### config.mk
export PLATFORM = sky130hd
export DESIGN_NAME = vat_ctrl
export DESIGN_NICKNAME = d
export VERILOG_FILES = /design/src/hw/rtl/assert_macros.svh /design/src/hw/rtl/vat_pkg.sv /design/src/hw/rtl/vat_ctrl.sv
export SDC_FILE = /design/constraint.sdc
export NUM_CORES = 1
export LEC_CHECK = 0
export BUFFER_PORTS_ARGS = -buffer_cell sky130_fd_sc_hd__buf_2
export CORE_MARGIN = 5
export CORE_UTILIZATION = 45
export DETAILED_ROUTE_END_ITERATION = 12
export PLACE_DENSITY = 0.79
export SLEW_MARGIN = 20
export SYNTH_ARGS = -nofsm -noshare
export SYNTH_HDL_FRONTEND = slang
export SYNTH_SLANG_ARGS = --single-unit
### constraint.sdc
create_clock -name clock -period 1.85 [get_ports clock]
set_input_delay 0.185 -clock clock [delete_from_list [all_inputs] [get_ports clock]]
set_output_delay 0.185 -clock clock [all_outputs]
set_load 0.03 [all_outputs]
### src/hw/rtl/assert_macros.svh
// ----------------------------------------------------------------------------
// assert_macros.svh
// Assertion macros shared by the RTL that carries concurrent checks.
// ----------------------------------------------------------------------------
`ifndef ASSERT_MACROS_SVH
`define ASSERT_MACROS_SVH

// Same-cycle implication, disabled during reset.
`define VAT_ASSERT_IMP(lbl, clk, rst, ante, cons) \
   lbl: assert property (@(posedge clk) disable iff (rst) (ante) |-> (cons)) \
      else $error("assertion failed");

// Next-cycle implication, disabled during reset.
`define VAT_ASSERT_NXT(lbl, clk, rst, ante, cons) \
   lbl: assert property (@(posedge clk) disable iff (rst) (ante) |=> (cons)) \
      else $error("assertion failed");

`endif

### src/hw/rtl/vat_pkg.sv
// ----------------------------------------------------------------------------
// vat_pkg
// Constants, codes and controller/datapath interface types of the vertex
// affine transform.
// ----------------------------------------------------------------------------
package vat_pkg;

   localparam int COORD_W      = 32;
   localparam int COEF_W       = 16;
   localparam int OP_W         = 4;
   localparam int FRAC_W       = 16;
   localparam int MAX_VERTICES = 1048576;
   localparam int COUNT_W      = $clog2(MAX_VERTICES + 1);
   localparam int SUM_W        = COORD_W + $clog2(MAX_VERTICES);
   localparam int DIVD_W       = SUM_W - FRAC_W;
   localparam int ITER_W       = $clog2(DIVD_W);
   localparam int PROD_W       = 2 * COORD_W;
   localparam int ROT_SHIFT    = 14;
   localparam int SCALE_SHIFT  = 16;

   // operation codes
   localparam logic [OP_W-1:0] OP_MOVE_X = 4'd0;
   localparam logic [OP_W-1:0] OP_MOVE_Y = 4'd1;
   localparam logic [OP_W-1:0] OP_MOVE_Z = 4'd2;
   localparam logic [OP_W-1:0] OP_ROT_X  = 4'd3;
   localparam logic [OP_W-1:0] OP_ROT_Y  = 4'd4;
   localparam logic [OP_W-1:0] OP_ROT_Z  = 4'd5;
   localparam logic [OP_W-1:0] OP_SCALE  = 4'd6;
   localparam logic [OP_W-1:0] OP_ACCUM  = 4'd7;
   localparam logic [OP_W-1:0] OP_CENTRE = 4'd8;

   // register indexes
   localparam logic [2:0] REG_OPERATION = 3'd0;
   localparam logic [2:0] REG_OFFSET    = 3'd1;
   localparam logic [2:0] REG_COS       = 3'd2;
   localparam logic [2:0] REG_SIN       = 3'd3;
   localparam logic [2:0] REG_SCALE     = 3'd4;

   typedef logic [1:0] axis_type;
   localparam axis_type AXIS_X = 2'd0;
   localparam axis_type AXIS_Y = 2'd1;
   localparam axis_type AXIS_Z = 2'd2;

   typedef logic [1:0] coef_type;
   localparam coef_type COEF_COS   = 2'd0;
   localparam coef_type COEF_SIN   = 2'd1;
   localparam coef_type COEF_NSIN  = 2'd2;
   localparam coef_type COEF_SCALE = 2'd3;

   typedef struct packed {
      logic     load_in;
      logic     simple;
      logic     mul_en;
      logic     acc_en;
      logic     acc_clear;
      logic     rnd_en;
      logic     rnd_rot;
      axis_type coord_sel;
      coef_type coef_sel;
      axis_type dst_sel;
      logic     div_load;
      logic     div_step;
      logic     div_store;
      axis_type div_axis;
      logic     mean_clear;
      logic     out_load;
   } vat_cmd_type;

   typedef struct packed {
      logic first;
      logic count_zero;
      logic scale_zero;
   } vat_sts_type;

endpackage

### src/hw/rtl/vat_ctrl.sv
// ----------------------------------------------------------------------------
// vat_ctrl
// Sequencer: steps the datapath through load, multiply/accumulate/round,
// mean division and result hand-off, and owns the channel handshakes.
// ----------------------------------------------------------------------------
module vat_ctrl (
   input  logic                          clock,
   input  logic                          reset,
   input  logic                          req_tvalid,
   output logic                          req_tready,
   output logic                          rsp_tvalid,
   input  logic                          rsp_tready,
   input  logic [vat_pkg::OP_W-1:0]      operation,
   input  vat_pkg::vat_sts_type          sts,
   output vat_pkg::vat_cmd_type          cmd
);
   import vat_pkg::*;

   localparam logic [3:0] S_IDLE      = 4'd0;
   localparam logic [3:0] S_START     = 4'd1;
   localparam logic [3:0] S_MUL       = 4'd2;
   localparam logic [3:0] S_ACC       = 4'd3;
   localparam logic [3:0] S_RND       = 4'd4;
   localparam logic [3:0] S_DIV_LOAD  = 4'd5;
   localparam logic [3:0] S_DIV_STEP  = 4'd6;
   localparam logic [3:0] S_DIV_STORE = 4'd7;
   localparam logic [3:0] S_SIMPLE    = 4'd8;
   localparam logic [3:0] S_FINISH    = 4'd9;

   logic [3:0]        state_ff, state_in;
   logic [1:0]        term_ff, term_in;
   axis_type          axis_ff, axis_in;
   logic [ITER_W-1:0] iter_ff, iter_in;
   logic              rsp_valid_ff, rsp_valid_in;

   logic     is_rot;
   axis_type axis_a, axis_b;
   axis_type coord_sel, dst_sel;
   coef_type coef_sel;
   logic     term_first, term_last, term_final;
   logic     out_free;

   // term decode: rotation uses four products, two per output axis
   always_comb begin
      is_rot = 1'b0;
      axis_a = AXIS_X;
      axis_b = AXIS_Y;
      unique case (operation)
         OP_ROT_X: begin
            is_rot = 1'b1;
            axis_a = AXIS_Y;
            axis_b = AXIS_Z;
         end
         OP_ROT_Y: begin
            is_rot = 1'b1;
            axis_a = AXIS_Z;
            axis_b = AXIS_X;
         end
         OP_ROT_Z: begin
            is_rot = 1'b1;
            axis_a = AXIS_X;
            axis_b = AXIS_Y;
         end
         default: ;
      endcase
      if (is_rot) begin
         coord_sel  = term_ff[0] ? axis_b : axis_a;
         dst_sel    = term_ff[1] ? axis_b : axis_a;
         term_first = ~term_ff[0];
         term_last  = term_ff[0];
         term_final = (term_ff == 2'd3);
         unique case (term_ff)
            2'd0:    coef_sel = COEF_COS;
            2'd1:    coef_sel = COEF_NSIN;
            2'd2:    coef_sel = COEF_SIN;
            default: coef_sel = COEF_COS;
         endcase
      end else begin
         // scale: one product per axis, term number is the axis
         coord_sel  = term_ff;
         dst_sel    = term_ff;
         coef_sel   = COEF_SCALE;
         term_first = 1'b1;
         term_last  = 1'b1;
         term_final = (term_ff == AXIS_Z);
      end
   end

   assign out_free = ~rsp_valid_ff | rsp_tready;

   always_comb begin
      state_in     = state_ff;
      term_in      = term_ff;
      axis_in      = axis_ff;
      iter_in      = iter_ff;
      rsp_valid_in = rsp_valid_ff;
      cmd          = '0;
      cmd.coord_sel = coord_sel;
      cmd.coef_sel  = coef_sel;
      cmd.dst_sel   = dst_sel;
      cmd.acc_clear = term_first;
      cmd.rnd_rot   = is_rot;
      cmd.div_axis  = axis_ff;

      if (rsp_tready) begin
         rsp_valid_in = 1'b0;
      end

      unique case (state_ff)
         S_IDLE: begin
            if (req_tvalid) begin
               cmd.load_in = 1'b1;
               state_in    = S_START;
            end
         end
         S_START: begin
            term_in = 2'd0;
            axis_in = AXIS_X;
            if (is_rot || (operation == OP_SCALE && !sts.scale_zero)) begin
               state_in = S_MUL;
            end else if (operation == OP_CENTRE && sts.first) begin
               if (sts.count_zero) begin
                  cmd.mean_clear = 1'b1;
                  state_in       = S_SIMPLE;
               end else begin
                  state_in = S_DIV_LOAD;
               end
            end else begin
               state_in = S_SIMPLE;
            end
         end
         S_MUL: begin
            cmd.mul_en = 1'b1;
            state_in   = S_ACC;
         end
         S_ACC: begin
            cmd.acc_en = 1'b1;
            if (term_last) begin
               state_in = S_RND;
            end else begin
               term_in  = term_ff + 2'd1;
               state_in = S_MUL;
            end
         end
         S_RND: begin
            cmd.rnd_en = 1'b1;
            if (term_final) begin
               state_in = S_FINISH;
            end else begin
               term_in  = term_ff + 2'd1;
               state_in = S_MUL;
            end
         end
         S_DIV_LOAD: begin
            cmd.div_load = 1'b1;
            iter_in      = '0;
            state_in     = S_DIV_STEP;
         end
         S_DIV_STEP: begin
            cmd.div_step = 1'b1;
            iter_in      = iter_ff + ITER_W'(1);
            if (iter_ff == ITER_W'(DIVD_W - 1)) begin
               state_in = S_DIV_STORE;
            end
         end
         S_DIV_STORE: begin
            cmd.div_store = 1'b1;
            if (axis_ff == AXIS_Z) begin
               state_in = S_SIMPLE;
            end else begin
               axis_in  = axis_ff + 2'd1;
               state_in = S_DIV_LOAD;
            end
         end
         S_SIMPLE: begin
            cmd.simple = 1'b1;
            state_in   = S_FINISH;
         end
         S_FINISH: begin
            if (out_free) begin
               cmd.out_load = 1'b1;
               rsp_valid_in = 1'b1;
               state_in     = S_IDLE;
            end
         end
         default: state_in = S_IDLE;
      endcase
   end

   always_ff @(posedge clock) begin
      if (reset) begin
         state_ff     <= S_IDLE;
         term_ff      <= '0;
         axis_ff      <= AXIS_X;
         iter_ff      <= '0;
         rsp_valid_ff <= 1'b0;
      end else begin
         state_ff     <= state_in;
         term_ff      <= term_in;
         axis_ff      <= axis_in;
         iter_ff      <= iter_in;
         rsp_valid_ff <= rsp_valid_in;
      end
   end

   assign req_tready = (state_ff == S_IDLE);
   assign rsp_tvalid = rsp_valid_ff;

endmodule

==> flow_summary_export.csv <==
group,metric,value,unit
logic_synthesis,synth_area,0.00135,mm2
floorplanning,core,0.00281,mm2
floorplanning,die_y,64.7,um
logic_synthesis,synth-seq-cells,15,
setup_path,crit_buf_inv,1,
floorplanning,ios,33,
setup_path,critPathCaptureType,"output port",
cts,tritoncts.num_buffers,3,
setup_path,cp_cell_sequence,"nor2b_2 > nand2_1 > nor2_1 > and3_1 > buf_2",
power_and_ir_drop,p_leak,0.000664,uW
cts,worstSkewPairLatency,0.29,ns
drt,vias,1384,
finish,area_delta_synth_final,16.3,%
setup_path,arrival,1.55,ns
sta,hold_viol,0,
grt,antenna_found_initial,0,
finish,fillers,277,
cts,clk_pin_slew,0.09,ns
setup_path,crit_slowest_cell,"dfxtp_2",
sta,max_freq,575,MHz
hold_path,hp-class,"in -> reg",
drt,wl_met3,139,um
cts,clock_path_buffers,2,
finish,final_cells,243,
floorplanning,start_util,48.1,%
logic_synthesis,ys_types,56,
setup_path,crit_type,"reg -> out",
logic_synthesis,synthesis.nets,196,
logic_synthesis,yosys_warnings,0,
drt,wl_met1,1500,um
setup_path,cp_top_family,"simple AND/OR/NAND/NOR gates",
grt,grt_max_degree,17,
setup_path,ff2ff_path_depth,7,
setup_path,reg2reg_from,"term_ff[0]$_SDFFE_PP0P_",
finish,layout-drive-gt1-share,30.2,%
placed_design,gp_congestion,0.801,
logic_synthesis,synthArstFlopShare,0,%
setup_path,critPathLaunchType,"flop",
setup_path,reg2reg_slack,0.17,ns
floorplanning,die_w,64.7,um
cts,cts_tree,"built",
sta,slew_headroom,71.8,%
drt,firstDrtPassIters,5,
drt,wl_met2,1470,um
job,timing.max_cap.violations,0,
placed_design,numPortBuffers,32,
sta,slew_viol_final,0,
drt,drc,0,
placed_design,hpwl,2410,um
cts,root_buffer,"clkbuf_4",
grt,gr-total-overflow,0,
drt,top_layer_used,"met4",
drt,wl,3130,um
logic_synthesis,ys_seq_area_share,22.3,%
cts,cts.sinks,15,
sta,setup_violations,0,
power_and_ir_drop,max-vdd-ir-drop,0.000329,V
sta,min_period,1.74,ns
logic_synthesis,yosysTopAreaCell,"dfxtp_1",
power_and_ir_drop,power_density,509,mW/mm2
hold_path,min_path_cells,2,
drt,drtIter0Drc,74,
floorplanning,rows,19,
sta,fin_crit_sh,94.0,%
floorplanning,dieArea,0.00419,mm2
logic_synthesis,synth_top_area_share,22.3,%
grt,gr-usage-all-layers,15.5,%
logic_synthesis,yosys-top-cells-area,"dfxtp_1 (22%), nor2_1 (7.5%), ha_1 (4.6%)",
grt,grt_pass1_vias,1222,
finish,fin_nets,229,
drt,antenna_left,0,
grt,grt_pass1_wl,5330,um
setup_path,critical_path.max_stage_delay,0.40,ns
cts,htree_levels,1,
drt,vias_per_cell,5.70,
status,status,"completed",
sta,fin_skew,0.00185,ns
hold_path,min_from,"reset",
placed_design,dp_cells,239,
sta,tightest_slew,0.423,ns
hold_path,whs_endpoint,"axis_ff[1]$_SDFFE_PP0P_",
setup_path,rr_endpoint,"state_ff[0]$_SDFFE_PP0P_",
finish,diodes,0,
sta,timing.hold.ws,0.239,ns
drt,wire_per_inst,12.9,um
logic_synthesis,ys.flop_type,"dfxtp_1",
setup_path,cp.required,1.66,ns
logic_synthesis,syn_inst,180,
setup_path,path_max_fanout,10,
logic_synthesis,synth_edf_count,0,
logic_synthesis,avgSynthCellArea,7.49,um2
[flip-flops by register name, summed over array words and instances, names as in the netlist]
| register | cells |
|---|---|
| term_ff | 2 |
| rsp_tvalid | 1 |
| iter_ff | 6 |
| axis_ff | 2 |
| state_ff | 4 |
[per-layer routing]
metal	track usage (%)	vias up
li1	-	712
met1	20.4	635
met2	26.4	33
met3	3.80	4
met4	1.58	0
met5	0	-
[kinds of logic after synthesis]
group | after synthesis | share of synthesized area (%)
simple gates | 85 | 34.9
compound gates | 51 | 26.5
buf+inv | 20 | 8.26
flops | 15 | 22.3
fa+ha+maj | 5 | 4.64
mux | 4 | 3.43
[stage by stage]
| stage | util [%] | setup WS (ns) | instance area, um2 | total power (uW) | setup TNS, ns |
|---|---|---|---|---|---|
| 2_1_floorplan | - | 0.000800 | 1360 | 550 | 0 |
| 3_3_place_gp | 54.7 | 0.162 | 1540 | 611 | 0 |
| 3_5_place_dp | 54.7 | 0.110 | 1540 | 613 | 0 |
| 4_1_cts | 55.8 | 0.0660 | 1570 | 810 | 0 |
| 5_1_grt | 55.9 | -0.000153 | 1570 | 849 | -0.000153 |
| 6_report | 55.9 | 0.111 | 1570 | 799 | 0 |
[area by class of cell]
type                    count  area [um2]  share of cell area, %
clock buffers               3        22.5                   1.44
multi-input cells         145         945                   60.2
repair buffers             41         228                   14.5
clock inverters             1        5.00                  0.319
flip-flops and latches     15         304                   19.4
well taps                  31        38.8                   2.47
inverters                   7        26.3                   1.67
[how the worst max path moves through the flow]
stage / startpoint / end / slack, ns / depth (start not counted)
2_1_floorplan: term_ff[0]$_SDFFE_PP0P_ / state_ff[0]$_SDFFE_PP0P_ / 0.0008 / 8
3_3_place_gp: term_ff[0]$_SDFFE_PP0P_ / state_ff[0]$_SDFFE_PP0P_ / 0.16 / 7
3_5_place_dp: term_ff[0]$_SDFFE_PP0P_ / state_ff[0]$_SDFFE_PP0P_ / 0.11 / 7
4_1_cts: term_ff[1]$_SDFFE_PP0P_ / cmd[10] / 0.07 / 5
5_1_grt: term_ff[0]$_SDFFE_PP0P_ / state_ff[0]$_SDFFE_PP0P_ / -0.0002 / 7
6_report: state_ff[1]$_SDFFE_PP0P_ / cmd[1] / 0.11 / 5
[worst register-to-register path: cells and delay by family, from the launching register on]
family / cells / cell delay, ns
buffers and inverters: 1 / 0.07
AO/OA/AOI/OAI: 4 / 0.76
flip-flops: 1 / 0.36
AND/OR/NAND/NOR: 1 / 0.16
adder cells (fa/ha/maj): 1 / 0.24
[report_power, final]
| part | switching, uW | leakage [uW] | internal (uW) |
|---|---|---|---|
| clock | 112 | 0.0000177 | 80.4 |
| combinational | 165 | 0.000524 | 102 |
| sequential | 8.16 | 0.000123 | 332 |
[synthesized netlist by cell type (all sizes together), types with 2 or more instances]
cell,n
nor2,29
dfxtp,15
a21oi,12
o21ai,12
buf,11
nand2b,11
nand2,9
inv,7
nand3,7
nor3,6
a211oi,5
ha,5
a31oi,3
nand4,3
nor2b,3
or3,3
a21o,2
a22oi,2
and2,2
clkbuf,2
mux2,2
mux2i,2
nand3b,2
o21a,2
o21ba,2
o22ai,2
or2,2
or2b,2
[layout by cell type (no fill, tap or decap), types with 2 or more instances in the layout]
master	n
or2b_1	2
and2_1	2
o21a_1	2
nand2_1	9
a211oi_1	4
nand3_1	7
nand4_1	3
o22ai_1	2
nor3_1	4
nor3_2	2
ha_1	5
clkbuf_4	3
nor2b_1	2
dfxtp_2	3
a31oi_1	3
a21oi_1	11
or3_1	2
o21ai_0	10
o21ba_1	2
buf_4	9
nand2b_1	10
inv_1	7
nor2_1	27
buf_2	32
mux2i_1	2
a22oi_1	2
dfxtp_1	12
nand3b_1	2
o21ai_1	2
[what timing repair did]
action | in CTS | in global routing
hold buffers | 0 | 0
gates resized for setup | 2 | 2
setup buffers | 0 | 0
pin swaps | 0 | 1
setup endpoints to repair | 2 | 2
(Power assumes the default switching activity.)
